===== config.mk =====
export PLATFORM = sky130hd
export DESIGN_NAME = sorted_deadline_timer_table_core_flat
export DESIGN_NICKNAME = d
export VERILOG_FILES = /design/src/rtl/core/sdtt_pkg.sv /design/src/rtl/core/sdtt_req_if.sv /design/src/rtl/core/sdtt_rsp_if.sv /design/src/rtl/core/sorted_deadline_timer_table_core.sv /design/src/flat_wrapper.sv
export SDC_FILE = /design/constraint.sdc
export NUM_CORES = 2
export LEC_CHECK = 0
export ABC_AREA = 0
export BUFFER_PORTS_ARGS = -buffer_cell sky130_fd_sc_hd__clkbuf_2
export CORE_ASPECT_RATIO = 0.7
export CORE_MARGIN = 4
export CORE_UTILIZATION = 50
export DETAILED_ROUTE_END_ITERATION = 8
export PLACE_DENSITY = 0.73
export SYNTH_ARGS = -nofsm -noshare
export SYNTH_HDL_FRONTEND = slang
export SYNTH_SLANG_ARGS = --single-unit

===== constraint.sdc =====
create_clock -name clock -period 45.3 [get_ports clock]
set_input_delay 13.59 -clock clock [delete_from_list [all_inputs] [get_ports clock]]
set_output_delay 13.59 -clock clock [all_outputs]
set_load 0.05 [all_outputs]

===== src/rtl/core/sdtt_pkg.sv =====
// Package with the types, codes and defaults of the sorted deadline timer table.
package sdtt_pkg;

   localparam int NUM_TIMERS_DEFAULT = 16;

   localparam int MODE_W  = 2;
   localparam int ID_W    = 4;
   localparam int DATA_W  = 32;
   localparam int STAT_W  = 2;

   localparam logic [MODE_W-1:0] MODE_TICK   = 2'd0;
   localparam logic [MODE_W-1:0] MODE_ADD    = 2'd1;
   localparam logic [MODE_W-1:0] MODE_REARM  = 2'd2;
   localparam logic [MODE_W-1:0] MODE_DELETE = 2'd3;

   localparam logic [STAT_W-1:0] STATUS_OK      = 2'd0;
   localparam logic [STAT_W-1:0] STATUS_NO_SLOT = 2'd1;
   localparam logic [STAT_W-1:0] STATUS_BAD     = 2'd2;

   localparam logic KIND_ACK     = 1'b0;
   localparam logic KIND_EXPIRED = 1'b1;

   typedef enum logic [1:0] {
      SLOT_FREE    = 2'd0,
      SLOT_PENDING = 2'd1,
      SLOT_EXPIRED = 2'd2
   } slot_state_type;

   typedef enum logic [3:0] {
      ST_IDLE,
      ST_DISPATCH,
      ST_TICK_INC,
      ST_CHECK,
      ST_ADD_SEARCH,
      ST_FIND,
      ST_REMOVE,
      ST_ARM,
      ST_REBASE,
      ST_INSERT,
      ST_RESPOND
   } state_type;

endpackage


===== src/rtl/core/sdtt_req_if.sv =====
// Request channel interface: valid, ready and one command item.
interface sdtt_req_if;
   logic                        valid;
   logic                        ready;
   logic [sdtt_pkg::MODE_W-1:0] mode;
   logic [sdtt_pkg::ID_W-1:0]   timer_id;
   logic [sdtt_pkg::DATA_W-1:0] delay;

   modport source (output valid, output mode, output timer_id, output delay, input ready);
   modport sink (input valid, input mode, input timer_id, input delay, output ready);
endinterface


===== src/rtl/core/sdtt_rsp_if.sv =====
// Response channel interface: valid, ready and one result item.
interface sdtt_rsp_if;
   logic                        valid;
   logic                        ready;
   logic                        event_kind;
   logic [sdtt_pkg::STAT_W-1:0] status;
   logic [sdtt_pkg::ID_W-1:0]   result_id;
   logic [sdtt_pkg::DATA_W-1:0] now_count;
   logic                        last;

   modport source (output valid, output event_kind, output status, output result_id,
                   output now_count, output last, input ready);
   modport sink (input valid, input event_kind, input status, input result_id,
                 input now_count, input last, output ready);
endinterface


===== src/rtl/core/sorted_deadline_timer_table_core.sv =====
// Sorted deadline timer table: one-shot timers kept in a deadline-ordered list.
//
// Commands enter on req_if (tick, add, re-arm, delete) and results leave on
// rsp_if, one transfer per result; the last result of a command has last set.
// A tick reports each expiring timer in deadline order, or one acknowledge.
// The block takes one command at a time and is ready only while idle.
// Deadline sums and compares go through one 33-bit add/subtract unit under
// the sequencer, and the sorted list moves one entry per cycle, so a command
// takes longer the more timers are pending: tick with nothing due and delete
// are the shortest, a re-arm with deadline overflow the longest. An add also
// searches up to NUM_TIMERS slots, and a tick takes expiring timers one by one.
// Results sit in an output register: a new command is taken while a result
// still waits, and the sequencer holds when it has a result to give and the
// receiver stalls. Reset clears the count, frees all slots and empties the
// list; no clearing pass is needed.
module sorted_deadline_timer_table_core #(
   parameter int NUM_TIMERS = sdtt_pkg::NUM_TIMERS_DEFAULT
) (
   input logic          clock,
   input logic          reset,
   sdtt_req_if.sink     req_if,
   sdtt_rsp_if.source   rsp_if
);

   localparam int IDXW = $clog2(NUM_TIMERS);
   localparam int CW   = $clog2(NUM_TIMERS + 1);
   localparam int DW   = sdtt_pkg::DATA_W;

   sdtt_pkg::state_type state_ff, state_in;

   logic [DW-1:0]                count_ff, count_in;
   logic [sdtt_pkg::MODE_W-1:0]  mode_ff, mode_in;
   logic [sdtt_pkg::ID_W-1:0]    id_ff, id_in;
   logic [DW-1:0]                delay_ff, delay_in;
   logic [DW-1:0]                key_ff, key_in;
   logic [IDXW-1:0]              slot_ff, slot_in;
   logic [IDXW-1:0]              ptr_ff, ptr_in;
   logic [CW-1:0]                pend_cnt_ff, pend_cnt_in;
   logic [CW-1:0]                idx_ff, idx_in;
   logic [CW-1:0]                p_ff, p_in;
   logic [CW-1:0]                k_ff, k_in;
   logic                         hold_valid_ff, hold_valid_in;
   logic [IDXW-1:0]              hold_slot_ff, hold_slot_in;
   logic [sdtt_pkg::STAT_W-1:0]  resp_status_ff, resp_status_in;
   logic [sdtt_pkg::ID_W-1:0]    resp_id_ff, resp_id_in;

   sdtt_pkg::slot_state_type     sst_ff [NUM_TIMERS];
   sdtt_pkg::slot_state_type     sst_in [NUM_TIMERS];
   logic [IDXW-1:0]              list_slot_ff [NUM_TIMERS];
   logic [IDXW-1:0]              list_slot_in [NUM_TIMERS];
   logic [DW-1:0]                list_dl_ff [NUM_TIMERS];
   logic [DW-1:0]                list_dl_in [NUM_TIMERS];

   logic                         rsp_valid_ff, rsp_valid_in;
   logic                         rsp_kind_ff, rsp_kind_in;
   logic [sdtt_pkg::STAT_W-1:0]  rsp_status_ff, rsp_status_in;
   logic [sdtt_pkg::ID_W-1:0]    rsp_id_ff, rsp_id_in;
   logic [DW-1:0]                rsp_now_ff, rsp_now_in;
   logic                         rsp_last_ff, rsp_last_in;

   // Shared add/subtract unit.
   logic [DW-1:0]  alu_a, alu_b;
   logic           alu_sub;
   logic [DW:0]    alu_res;
   logic           alu_ge, alu_eq, alu_gt;

   logic [CW-1:0]   rd_cnt;
   logic [IDXW-1:0] rd_idx;
   logic [IDXW-1:0] rd_slot;
   logic [DW-1:0]   rd_dl;
   logic [IDXW-1:0] slot_next;
   logic            id_ok;
   logic            out_free;
   logic            req_take;
   logic            expires;
   logic            move_up;
   sdtt_pkg::slot_state_type cur_sst;

   assign req_take  = req_if.valid && req_if.ready;
   assign out_free  = !rsp_valid_ff || rsp_if.ready;
   assign id_ok     = ({28'd0, id_ff} < 32'(NUM_TIMERS));
   assign slot_next = (slot_ff == IDXW'(NUM_TIMERS - 1)) ? '0 : slot_ff + IDXW'(1);
   assign cur_sst   = sst_ff[slot_ff];

   // Indexed read port into the sorted list; the head is also read directly.
   always_comb begin
      case (state_ff)
         sdtt_pkg::ST_REMOVE: rd_cnt = idx_ff + CW'(1);
         sdtt_pkg::ST_INSERT: rd_cnt = idx_ff - CW'(1);
         default:             rd_cnt = idx_ff;
      endcase
   end
   assign rd_idx  = rd_cnt[IDXW-1:0];
   assign rd_slot = list_slot_ff[rd_idx];
   assign rd_dl   = list_dl_ff[rd_idx];

   always_comb begin
      alu_sub = 1'b1;
      alu_a   = count_ff;
      alu_b   = list_dl_ff[0];
      case (state_ff)
         sdtt_pkg::ST_TICK_INC: begin
            alu_sub = 1'b0;
            alu_b   = DW'(1);
         end
         sdtt_pkg::ST_ARM: begin
            alu_sub = 1'b0;
            alu_b   = delay_ff;
         end
         sdtt_pkg::ST_REBASE: begin
            alu_a = rd_dl;
            alu_b = count_ff;
         end
         sdtt_pkg::ST_INSERT: begin
            alu_a = rd_dl;
            alu_b = key_ff;
         end
         default: begin
            alu_a = count_ff;
            alu_b = list_dl_ff[0];
         end
      endcase
   end

   // For subtraction bit DW of the result is set when a >= b.
   assign alu_res = {1'b0, alu_a} + (alu_sub ? {1'b0, ~alu_b} : {1'b0, alu_b})
                    + (DW+1)'(alu_sub);
   assign alu_ge  = alu_res[DW];
   assign alu_eq  = (alu_res[DW-1:0] == '0);
   assign alu_gt  = alu_ge && !alu_eq;

   assign expires = (pend_cnt_ff != '0) && alu_ge;
   // An equal deadline that stood after the moved timer goes behind it.
   assign move_up = (idx_ff != '0) &&
                    (alu_gt || (alu_eq && ((idx_ff - CW'(1)) >= p_ff)));

   // Next state.
   always_comb begin
      state_in = state_ff;
      case (state_ff)
         sdtt_pkg::ST_IDLE: begin
            if (req_take) begin
               if (req_if.mode == sdtt_pkg::MODE_TICK) begin
                  state_in = sdtt_pkg::ST_TICK_INC;
               end else begin
                  state_in = sdtt_pkg::ST_DISPATCH;
               end
            end
         end
         sdtt_pkg::ST_DISPATCH: begin
            if (mode_ff == sdtt_pkg::MODE_ADD) begin
               state_in = sdtt_pkg::ST_ADD_SEARCH;
            end else if (id_ok && mode_ff == sdtt_pkg::MODE_REARM &&
                         cur_sst == sdtt_pkg::SLOT_PENDING) begin
               state_in = sdtt_pkg::ST_FIND;
            end else if (id_ok && mode_ff == sdtt_pkg::MODE_REARM &&
                         cur_sst == sdtt_pkg::SLOT_EXPIRED) begin
               state_in = sdtt_pkg::ST_ARM;
            end else begin
               state_in = sdtt_pkg::ST_RESPOND;
            end
         end
         sdtt_pkg::ST_TICK_INC: state_in = sdtt_pkg::ST_CHECK;
         sdtt_pkg::ST_CHECK: begin
            if (out_free && !expires) begin
               state_in = sdtt_pkg::ST_IDLE;
            end
         end
         sdtt_pkg::ST_ADD_SEARCH: begin
            if (cur_sst == sdtt_pkg::SLOT_FREE) begin
               state_in = sdtt_pkg::ST_ARM;
            end else if (k_ff == CW'(NUM_TIMERS - 1)) begin
               state_in = sdtt_pkg::ST_RESPOND;
            end
         end
         sdtt_pkg::ST_FIND: begin
            if (rd_slot == slot_ff) begin
               state_in = sdtt_pkg::ST_REMOVE;
            end
         end
         sdtt_pkg::ST_REMOVE: begin
            if (!((idx_ff + CW'(1)) < pend_cnt_ff)) begin
               state_in = sdtt_pkg::ST_ARM;
            end
         end
         sdtt_pkg::ST_ARM: begin
            if (alu_res[DW]) begin
               state_in = sdtt_pkg::ST_REBASE;
            end else begin
               state_in = sdtt_pkg::ST_INSERT;
            end
         end
         sdtt_pkg::ST_REBASE: begin
            if (!(idx_ff < pend_cnt_ff)) begin
               state_in = sdtt_pkg::ST_INSERT;
            end
         end
         sdtt_pkg::ST_INSERT: begin
            if (!move_up) begin
               state_in = sdtt_pkg::ST_RESPOND;
            end
         end
         sdtt_pkg::ST_RESPOND: begin
            if (out_free) begin
               state_in = sdtt_pkg::ST_IDLE;
            end
         end
         default: state_in = sdtt_pkg::ST_IDLE;
      endcase
   end

   // Datapath and outputs.
   always_comb begin
      count_in       = count_ff;
      mode_in        = mode_ff;
      id_in          = id_ff;
      delay_in       = delay_ff;
      key_in         = key_ff;
      slot_in        = slot_ff;
      ptr_in         = ptr_ff;
      pend_cnt_in    = pend_cnt_ff;
      idx_in         = idx_ff;
      p_in           = p_ff;
      k_in           = k_ff;
      hold_valid_in  = hold_valid_ff;
      hold_slot_in   = hold_slot_ff;
      resp_status_in = resp_status_ff;
      resp_id_in     = resp_id_ff;
      sst_in         = sst_ff;
      list_slot_in   = list_slot_ff;
      list_dl_in     = list_dl_ff;
      rsp_valid_in   = rsp_valid_ff && !rsp_if.ready;
      rsp_kind_in    = rsp_kind_ff;
      rsp_status_in  = rsp_status_ff;
      rsp_id_in      = rsp_id_ff;
      rsp_now_in     = rsp_now_ff;
      rsp_last_in    = rsp_last_ff;

      case (state_ff)
         sdtt_pkg::ST_IDLE: begin
            if (req_take) begin
               mode_in        = req_if.mode;
               id_in          = req_if.timer_id;
               delay_in       = req_if.delay;
               resp_status_in = sdtt_pkg::STATUS_OK;
               resp_id_in     = '0;
               hold_valid_in  = 1'b0;
               k_in           = '0;
               if (req_if.mode == sdtt_pkg::MODE_ADD) begin
                  slot_in = ptr_ff;
               end else begin
                  slot_in = IDXW'(req_if.timer_id);
               end
            end
         end
         sdtt_pkg::ST_DISPATCH: begin
            idx_in = '0;
            p_in   = pend_cnt_ff;
            if (mode_ff != sdtt_pkg::MODE_ADD) begin
               if (!id_ok) begin
                  resp_status_in = sdtt_pkg::STATUS_BAD;
               end else if (mode_ff == sdtt_pkg::MODE_DELETE) begin
                  if (cur_sst == sdtt_pkg::SLOT_EXPIRED) begin
                     sst_in[slot_ff] = sdtt_pkg::SLOT_FREE;
                  end else begin
                     resp_status_in = sdtt_pkg::STATUS_BAD;
                  end
               end else if (cur_sst == sdtt_pkg::SLOT_FREE) begin
                  resp_status_in = sdtt_pkg::STATUS_BAD;
               end
            end
         end
         sdtt_pkg::ST_TICK_INC: begin
            count_in = alu_res[DW-1:0];
         end
         sdtt_pkg::ST_CHECK: begin
            if (out_free) begin
               if (expires) begin
                  if (hold_valid_ff) begin
                     rsp_valid_in  = 1'b1;
                     rsp_kind_in   = sdtt_pkg::KIND_EXPIRED;
                     rsp_status_in = sdtt_pkg::STATUS_OK;
                     rsp_id_in     = sdtt_pkg::ID_W'(hold_slot_ff);
                     rsp_now_in    = count_ff;
                     rsp_last_in   = 1'b0;
                  end
                  hold_valid_in = 1'b1;
                  hold_slot_in  = list_slot_ff[0];
                  sst_in[list_slot_ff[0]] = sdtt_pkg::SLOT_EXPIRED;
                  for (int i = 0; i < NUM_TIMERS - 1; i++) begin
                     list_slot_in[i] = list_slot_ff[i+1];
                     list_dl_in[i]   = list_dl_ff[i+1];
                  end
                  pend_cnt_in = pend_cnt_ff - CW'(1);
               end else begin
                  rsp_valid_in  = 1'b1;
                  rsp_status_in = sdtt_pkg::STATUS_OK;
                  rsp_now_in    = count_ff;
                  rsp_last_in   = 1'b1;
                  if (hold_valid_ff) begin
                     rsp_kind_in = sdtt_pkg::KIND_EXPIRED;
                     rsp_id_in   = sdtt_pkg::ID_W'(hold_slot_ff);
                  end else begin
                     rsp_kind_in = sdtt_pkg::KIND_ACK;
                     rsp_id_in   = '0;
                  end
               end
            end
         end
         sdtt_pkg::ST_ADD_SEARCH: begin
            if (cur_sst == sdtt_pkg::SLOT_FREE) begin
               p_in = pend_cnt_ff;
            end else if (k_ff == CW'(NUM_TIMERS - 1)) begin
               resp_status_in = sdtt_pkg::STATUS_NO_SLOT;
            end else begin
               k_in    = k_ff + CW'(1);
               slot_in = slot_next;
            end
         end
         sdtt_pkg::ST_FIND: begin
            if (rd_slot == slot_ff) begin
               p_in = idx_ff;
            end else begin
               idx_in = idx_ff + CW'(1);
            end
         end
         sdtt_pkg::ST_REMOVE: begin
            // Close the gap left by the timer that is being moved.
            if ((idx_ff + CW'(1)) < pend_cnt_ff) begin
               list_slot_in[idx_ff[IDXW-1:0]] = rd_slot;
               list_dl_in[idx_ff[IDXW-1:0]]   = rd_dl;
               idx_in = idx_ff + CW'(1);
            end else begin
               pend_cnt_in = pend_cnt_ff - CW'(1);
            end
         end
         sdtt_pkg::ST_ARM: begin
            key_in = alu_res[DW-1:0];
            idx_in = alu_res[DW] ? '0 : pend_cnt_ff;
         end
         sdtt_pkg::ST_REBASE: begin
            if (idx_ff < pend_cnt_ff) begin
               list_dl_in[idx_ff[IDXW-1:0]] = alu_res[DW-1:0];
               idx_in = idx_ff + CW'(1);
            end else begin
               count_in = '0;
               key_in   = delay_ff;
               idx_in   = pend_cnt_ff;
            end
         end
         sdtt_pkg::ST_INSERT: begin
            if (move_up) begin
               list_slot_in[idx_ff[IDXW-1:0]] = rd_slot;
               list_dl_in[idx_ff[IDXW-1:0]]   = rd_dl;
               idx_in = idx_ff - CW'(1);
            end else begin
               list_slot_in[idx_ff[IDXW-1:0]] = slot_ff;
               list_dl_in[idx_ff[IDXW-1:0]]   = key_ff;
               pend_cnt_in     = pend_cnt_ff + CW'(1);
               sst_in[slot_ff] = sdtt_pkg::SLOT_PENDING;
               if (mode_ff == sdtt_pkg::MODE_ADD) begin
                  ptr_in     = slot_next;
                  resp_id_in = sdtt_pkg::ID_W'(slot_ff);
               end
            end
         end
         sdtt_pkg::ST_RESPOND: begin
            if (out_free) begin
               rsp_valid_in  = 1'b1;
               rsp_kind_in   = sdtt_pkg::KIND_ACK;
               rsp_status_in = resp_status_ff;
               rsp_id_in     = resp_id_ff;
               rsp_now_in    = count_ff;
               rsp_last_in   = 1'b1;
            end
         end
         default: begin
            rsp_valid_in = rsp_valid_ff && !rsp_if.ready;
         end
      endcase
   end

   always_ff @(posedge clock) begin
      if (reset) begin
         state_ff      <= sdtt_pkg::ST_IDLE;
         count_ff      <= '0;
         ptr_ff        <= '0;
         pend_cnt_ff   <= '0;
         hold_valid_ff <= 1'b0;
         rsp_valid_ff  <= 1'b0;
         for (int i = 0; i < NUM_TIMERS; i++) begin
            sst_ff[i] <= sdtt_pkg::SLOT_FREE;
         end
      end else begin
         state_ff      <= state_in;
         count_ff      <= count_in;
         ptr_ff        <= ptr_in;
         pend_cnt_ff   <= pend_cnt_in;
         hold_valid_ff <= hold_valid_in;
         rsp_valid_ff  <= rsp_valid_in;
         sst_ff        <= sst_in;
      end
   end

   always_ff @(posedge clock) begin
      mode_ff        <= mode_in;
      id_ff          <= id_in;
      delay_ff       <= delay_in;
      key_ff         <= key_in;
      slot_ff        <= slot_in;
      idx_ff         <= idx_in;
      p_ff           <= p_in;
      k_ff           <= k_in;
      hold_slot_ff   <= hold_slot_in;
      resp_status_ff <= resp_status_in;
      resp_id_ff     <= resp_id_in;
      list_slot_ff   <= list_slot_in;
      list_dl_ff     <= list_dl_in;
      rsp_kind_ff    <= rsp_kind_in;
      rsp_status_ff  <= rsp_status_in;
      rsp_id_ff      <= rsp_id_in;
      rsp_now_ff     <= rsp_now_in;
      rsp_last_ff    <= rsp_last_in;
   end

   assign req_if.ready      = (state_ff == sdtt_pkg::ST_IDLE);
   assign rsp_if.valid      = rsp_valid_ff;
   assign rsp_if.event_kind = rsp_kind_ff;
   assign rsp_if.status     = rsp_status_ff;
   assign rsp_if.result_id  = rsp_id_ff;
   assign rsp_if.now_count  = rsp_now_ff;
   assign rsp_if.last       = rsp_last_ff;

   logic [NUM_TIMERS-1:0] pend_bits;
   always_comb begin
      for (int i = 0; i < NUM_TIMERS; i++) begin
         pend_bits[i] = (sst_ff[i] == sdtt_pkg::SLOT_PENDING);
      end
   end

`ifndef SYNTHESIS
   // While idle the list length matches the number of pending slots.
   a_count_match: assert property (@(posedge clock) disable iff (reset)
      (state_ff == sdtt_pkg::ST_IDLE) |-> ($countones(pend_bits) == 32'(pend_cnt_ff)))
      else $error("pending list length differs from pending slot count");

   // While idle, the list head never holds a later deadline than its successor.
   a_head_sorted: assert property (@(posedge clock) disable iff (reset)
      (state_ff == sdtt_pkg::ST_IDLE && pend_cnt_ff >= CW'(2)) |->
      (list_dl_ff[0] <= list_dl_ff[1]))
      else $error("pending list head out of order");

   // An expiry report always carries status ok.
   a_expiry_ok: assert property (@(posedge clock) disable iff (reset)
      (rsp_valid_ff && rsp_kind_ff == sdtt_pkg::KIND_EXPIRED) |->
      (rsp_status_ff == sdtt_pkg::STATUS_OK))
      else $error("expiry report with error status");

   // A result is loaded only after a command was taken.
   a_no_idle_result: assert property (@(posedge clock) disable iff (reset)
      (state_ff == sdtt_pkg::ST_IDLE && !req_take) |=> !$rose(rsp_valid_ff))
      else $error("result produced with no command in progress");
`endif

endmodule


===== src/flat_wrapper.sv =====
// flat-port wrapper written by rule: the top's interface ports become plain ports
module sorted_deadline_timer_table_core_flat 
#(
   parameter int NUM_TIMERS = sdtt_pkg::NUM_TIMERS_DEFAULT
)
  (clock, reset, req_if_valid, req_if_mode, req_if_timer_id, req_if_delay, req_if_ready, rsp_if_valid, rsp_if_event_kind, rsp_if_status, rsp_if_result_id, rsp_if_now_count, rsp_if_last, rsp_if_ready);
  sdtt_req_if req_if_i ();
  sdtt_rsp_if rsp_if_i ();
  input logic clock;
  input logic reset;
  input wire logic [$bits(req_if_i.valid)-1:0] req_if_valid;
  input wire logic [$bits(req_if_i.mode)-1:0] req_if_mode;
  input wire logic [$bits(req_if_i.timer_id)-1:0] req_if_timer_id;
  input wire logic [$bits(req_if_i.delay)-1:0] req_if_delay;
  output wire logic [$bits(req_if_i.ready)-1:0] req_if_ready;
  output wire logic [$bits(rsp_if_i.valid)-1:0] rsp_if_valid;
  output wire logic [$bits(rsp_if_i.event_kind)-1:0] rsp_if_event_kind;
  output wire logic [$bits(rsp_if_i.status)-1:0] rsp_if_status;
  output wire logic [$bits(rsp_if_i.result_id)-1:0] rsp_if_result_id;
  output wire logic [$bits(rsp_if_i.now_count)-1:0] rsp_if_now_count;
  output wire logic [$bits(rsp_if_i.last)-1:0] rsp_if_last;
  input wire logic [$bits(rsp_if_i.ready)-1:0] rsp_if_ready;
  assign req_if_i.valid = req_if_valid;
  assign req_if_i.mode = req_if_mode;
  assign req_if_i.timer_id = req_if_timer_id;
  assign req_if_i.delay = req_if_delay;
  assign req_if_ready = req_if_i.ready;
  assign rsp_if_valid = rsp_if_i.valid;
  assign rsp_if_event_kind = rsp_if_i.event_kind;
  assign rsp_if_status = rsp_if_i.status;
  assign rsp_if_result_id = rsp_if_i.result_id;
  assign rsp_if_now_count = rsp_if_i.now_count;
  assign rsp_if_last = rsp_if_i.last;
  assign rsp_if_i.ready = rsp_if_ready;
  sorted_deadline_timer_table_core #(.NUM_TIMERS(NUM_TIMERS)) u_core (.clock(clock), .reset(reset), .req_if(req_if_i), .rsp_if(rsp_if_i));
endmodule

-- Word level (Yosys, flattened, before mapping)
Index checks and enable logic that the tools add are counted.
Widths: inputs -> output; s select.
- flip-flop bits (word level): 790
- bits of input ports: 42
- $add $sub $neg: 8
- magnitude comparators: 10
- eq/ne operators: 45
- muxes and demuxes: 138
- bitwise operators: 14
- reduce and logical (&&, ||, !) cells: 59
- operators with widths (kind ; count):
    $pmux 480 s4 ; 1
    $bwmux 512 ; 3
    $mux 512 ; 3
    $mux 480 ; 2
    $mux 32 ; 17
    $pmux 32 s2 ; 3
    $pmux 32 s3 ; 2
    $pmux 60 s3 ; 1
    $bmux 32 s4 ; 1
    $bwmux 64 ; 2
    $demux 32 s4 ; 1
    $mux 64 ; 2
    $pmux 32 s4 ; 1
    $mux 60 ; 2
    $mux 4 ; 28
    $mux 5 ; 14
    $not 32->32 ; 2
    $pmux 4 s11 ; 1
    $pmux 4 s2 ; 5
    $add 32x33->33 ; 1
    $add 33x1->33 ; 1
    $and 16x16->16 ; 2
    $and 32x32->32 ; 1
    $logic_not 32->1 ; 1
    other kinds (53) ; 177

-- Logic depth before layout (Yosys ltp)
- depth in word-level cells: 16
- gate-level depth with buffers: 38
- depth with buffers taken out: 26

-- Least setup slack after synthesis
No wires, ideal clock.
- kind: input to register
- start: input port rsp_if_ready
- end: register u_core.list_dl_ff[100] in the netlist's numbering, enable pin
- data arrival time: 34.064 ns
- required time: 43.967 ns
- setup slack: 9.903 ns
- stages: 5
- buffers on the path: 1
- cell sequence: nand2b_1 -> and3_1 -> clkbuf_1 -> nor2_1 -> nor2_1
- cells in the longest elaborated chain, start to end: 3
- ends and longest elaborated chain (what ; RTL line ; text):
    start: declaration ; flat_wrapper.sv:22 ; input wire logic [$bits(rsp_if_i.ready)-1:0] rsp_if_ready;
    $logic_or 1x1->1 ; sorted_deadline_timer_table_core.sv:80 ; assign out_free = !rsp_valid_ff || rsp_if.ready;
    $ne 2x1->1 (no line) ; -- ;
    $reduce_and 5->1 (no line) ; -- ;
    end signal: assignment ; sorted_deadline_timer_table_core.sv:418 ; list_dl_ff <= list_dl_in;
    end: declaration ; sorted_deadline_timer_table_core.sv:51 ; logic [DW-1:0] list_dl_ff [NUM_TIMERS];
No other way between the ends.
A chain may end at the register's enable or synchronous reset.

-- Worst setup path after layout
- start: input port rsp_if_ready
- end: register u_core.list_dl_ff[166] in the netlist's numbering, enable pin
The elaborated chain is that of the path after synthesis.

==> reports/results.ini <==
[drt]
vias=45354
antenna_left=0
drt-vias-per-instance=7.32
wirelength_um=184000
drcViolationCount=1
wl_per_cell_um=29.7
dr.pass1.iters=9
drt_iter0_markers=8968

[logic_synthesis]
syn_area_per_cell_um2=9.85
yosys.cell_types.count=85
yosysTopAreaCellShare=0.433
syn_area_um2=49300
synth_cells=5009
async_reset_ff_frac=0
synth_common_cells=edfxtp_1 (711), o21ai_0 (585), nand2_1 (525)
post-synth-top-count-cell=edfxtp_1
synthesis.nets=5111
synth_edf_count=711
ys_seq_elements=790
synth_area_leaders=edfxtp_1 (43%), mux4_2 (6.8%), o21ai_0 (5.9%)
yosysWarnings=0
yosysSeqAreaShare=0.465
synthFlopType=edfxtp_1
synth.largest_area_cell=edfxtp_1

[worst_setup_path]
r2r_end=u_core.list_dl_ff[166]
worstPathRequired_ps=45590
end_kind=register
r2r.worst_path.cells=26
r2r_start=u_core.state_ff[2]
rrSetupSlack_ps=31760
cp_max_fo=75
start_kind=input port
arrival_ps=17870
crit_type=input port to register

[global_route]
grt_usage=0.339
grt_start_max_net_pins=268
grt-ovfl-total=0
antenna_found_initial=2
grt.busiest_layer=met1
grt_pass1_vias=40443
grtUsageMet1=0.491
use_met3=0.159
gr-usage-met2=0.441
grt_pass1_wl_um=270000

[timing]
rsz0062_at_grt=false
timing.fmax_mhz=56.9
final-max-slew-violation-count=0
period_needed_ps=17580
tightest_slew_ps=1480
setup_viol=0
report.final.hold_viol_count=0
period_share=0.388
skew_ps=34.6
slew_headroom=0.0111
fin_tns_setup_ps=0

[die]
io_pins=84
die_h_um=271
fp.dieArea_um2=104000
die_w_um=383
start_util=0.504
core_area_um2=97900
core.rowCount=96

[run_status]
violations=DRC, capacitance limit
status=finished with violations

[hold_path]
min_path_cells=1
min_to=u_core.sst_ff[4]
hold_class=register to register
worstHoldStart=u_core.sst_ff[4]

[layout]
finalNetCount=4896
multi_input_area_um2=24400
seq_area_um2=22900
drive_gt1_frac=0.123
area_delta_synth_final_pct=7.95
fillers=8483

[placed_design]
gp_congestion=0.997
port_buffers=83
dpl.hpwl_um=113000

[clocking]
cts_buffer_depth=3
cts_made_buffers=84
path_clk_slew_ps=60
cts_resized=0
root_buffer=clkbuf_16
cts_max_level=3
cts-hold-fix-buffers=0
clkLatencyLatePin_ps=700
cts_tree=built
post_cts_buffers=0
cts_sinks=790

[flow_run]
cap_viol_max_count=1

==> layout by cell type (no fill, tap or decap), drive strengths merged, types with 15 or more instances in the layout <==
cell,netlist,routed
a22oi,132,132
o31ai,37,37
nand3,50,50
o221ai,48,48
xnor2,27,27
clkinv,2,38
nand2,526,526
nand2b,35,35
or3,318,318
a22o,15,15
and3,81,81
nor2,222,222
o22ai,93,93
and2,96,96
edfxtp,711,711
a31oi,288,288
o211ai,46,46
clkbuf,384,188
mux2i,89,89
dfxtp,79,79
nor3,34,34
o21ai,605,605
buf,115,116
a21o,24,24
nor2b,31,31
a21oi,427,427
inv,54,57
mux4,150,150
ha,58,58
a211oi,57,57
==> per-stage QoR <==
step           instances  setup slack [ps]  instance area, um^2  hold slack [ps]  utilization
5_1_grt             6183             27500                53200              504        0.544
4_1_cts             6183             27860                53200              470        0.544
2_1_floorplan       5009              9900                49300              424            -
6_report            6193             27720                53300              469        0.544
3_3_place_gp        6031             27220                50500              450        0.516
3_5_place_dp        6031             27150                50500              456        0.516
==> metal layers <==
metal  up-vias  wire [um]
li1      18914          -
met1     21839      70000
met2      4101      72200
met3       494      34800
met4         6       6800
met5         -         50
==> final cells by class <==
| type | count | share of cell area |
|---|---|---|
| Clock inverter | 46 | 0.00747 |
| Antenna cell | 10 | 0.000470 |
| Multi-Input combinational cell | 3664 | 0.458 |
| Timing Repair Buffer | 198 | 0.0250 |
| Clock buffer | 106 | 0.0438 |
| Inverter | 56 | 0.00395 |
| Tap cell | 1323 | 0.0311 |
| Sequential cell | 790 | 0.431 |
==> cells by family (layout without fill, tap and decap cells) <==
logic type,count (synthesis),after routing,share of synthesized area
AO/OA/AOI/OAI,1868,1868,0.233
XOR/XNOR,41,41,0.00728
adder cells (fa/ha/maj),60,60,0.0155
buffers and inverters,555,406,0.0459
flip-flops,790,790,0.465
multiplexers,246,246,0.0886
other,0,10,0
AND/OR/NAND/NOR,1449,1449,0.145
==> how the worst max path moves through the flow <==
| stage | startpoint | to |
|---|---|---|
| after CTS | rsp_if_ready | u_core.list_dl_ff[194] |
| after detailed placement | rsp_if_ready | u_core.list_dl_ff[230] |
| after global placement | rsp_if_ready | u_core.list_dl_ff[166] |
| final | rsp_if_ready | u_core.list_dl_ff[166] |
| after global routing | rsp_if_ready | u_core.list_dl_ff[194] |
| after floorplan | rsp_if_ready | u_core.list_dl_ff[100] |
==> critical path, stage by stage <==
cell	delay (ps)
clkbuf_2	80
nand2b_1	180
and3_1	470
nor2_1	140
nor2_4	540
buf_4	950
buf_4	900
buf_4	870
==> state kept, by name, indices dropped and copies added, names as in the netlist, 32 cells and up <==
name and count:
u_core.delay_ff 32, u_core.list_slot_ff 64, u_core.key_ff 32, u_core.sst_ff 32
u_core.count_ff 32, u_core.list_dl_ff 512, u_core.rsp_if.now_count 32
Power is not shown: default switching activity piles up to over one toggle a cycle in this logic, so the estimate is an artifact.
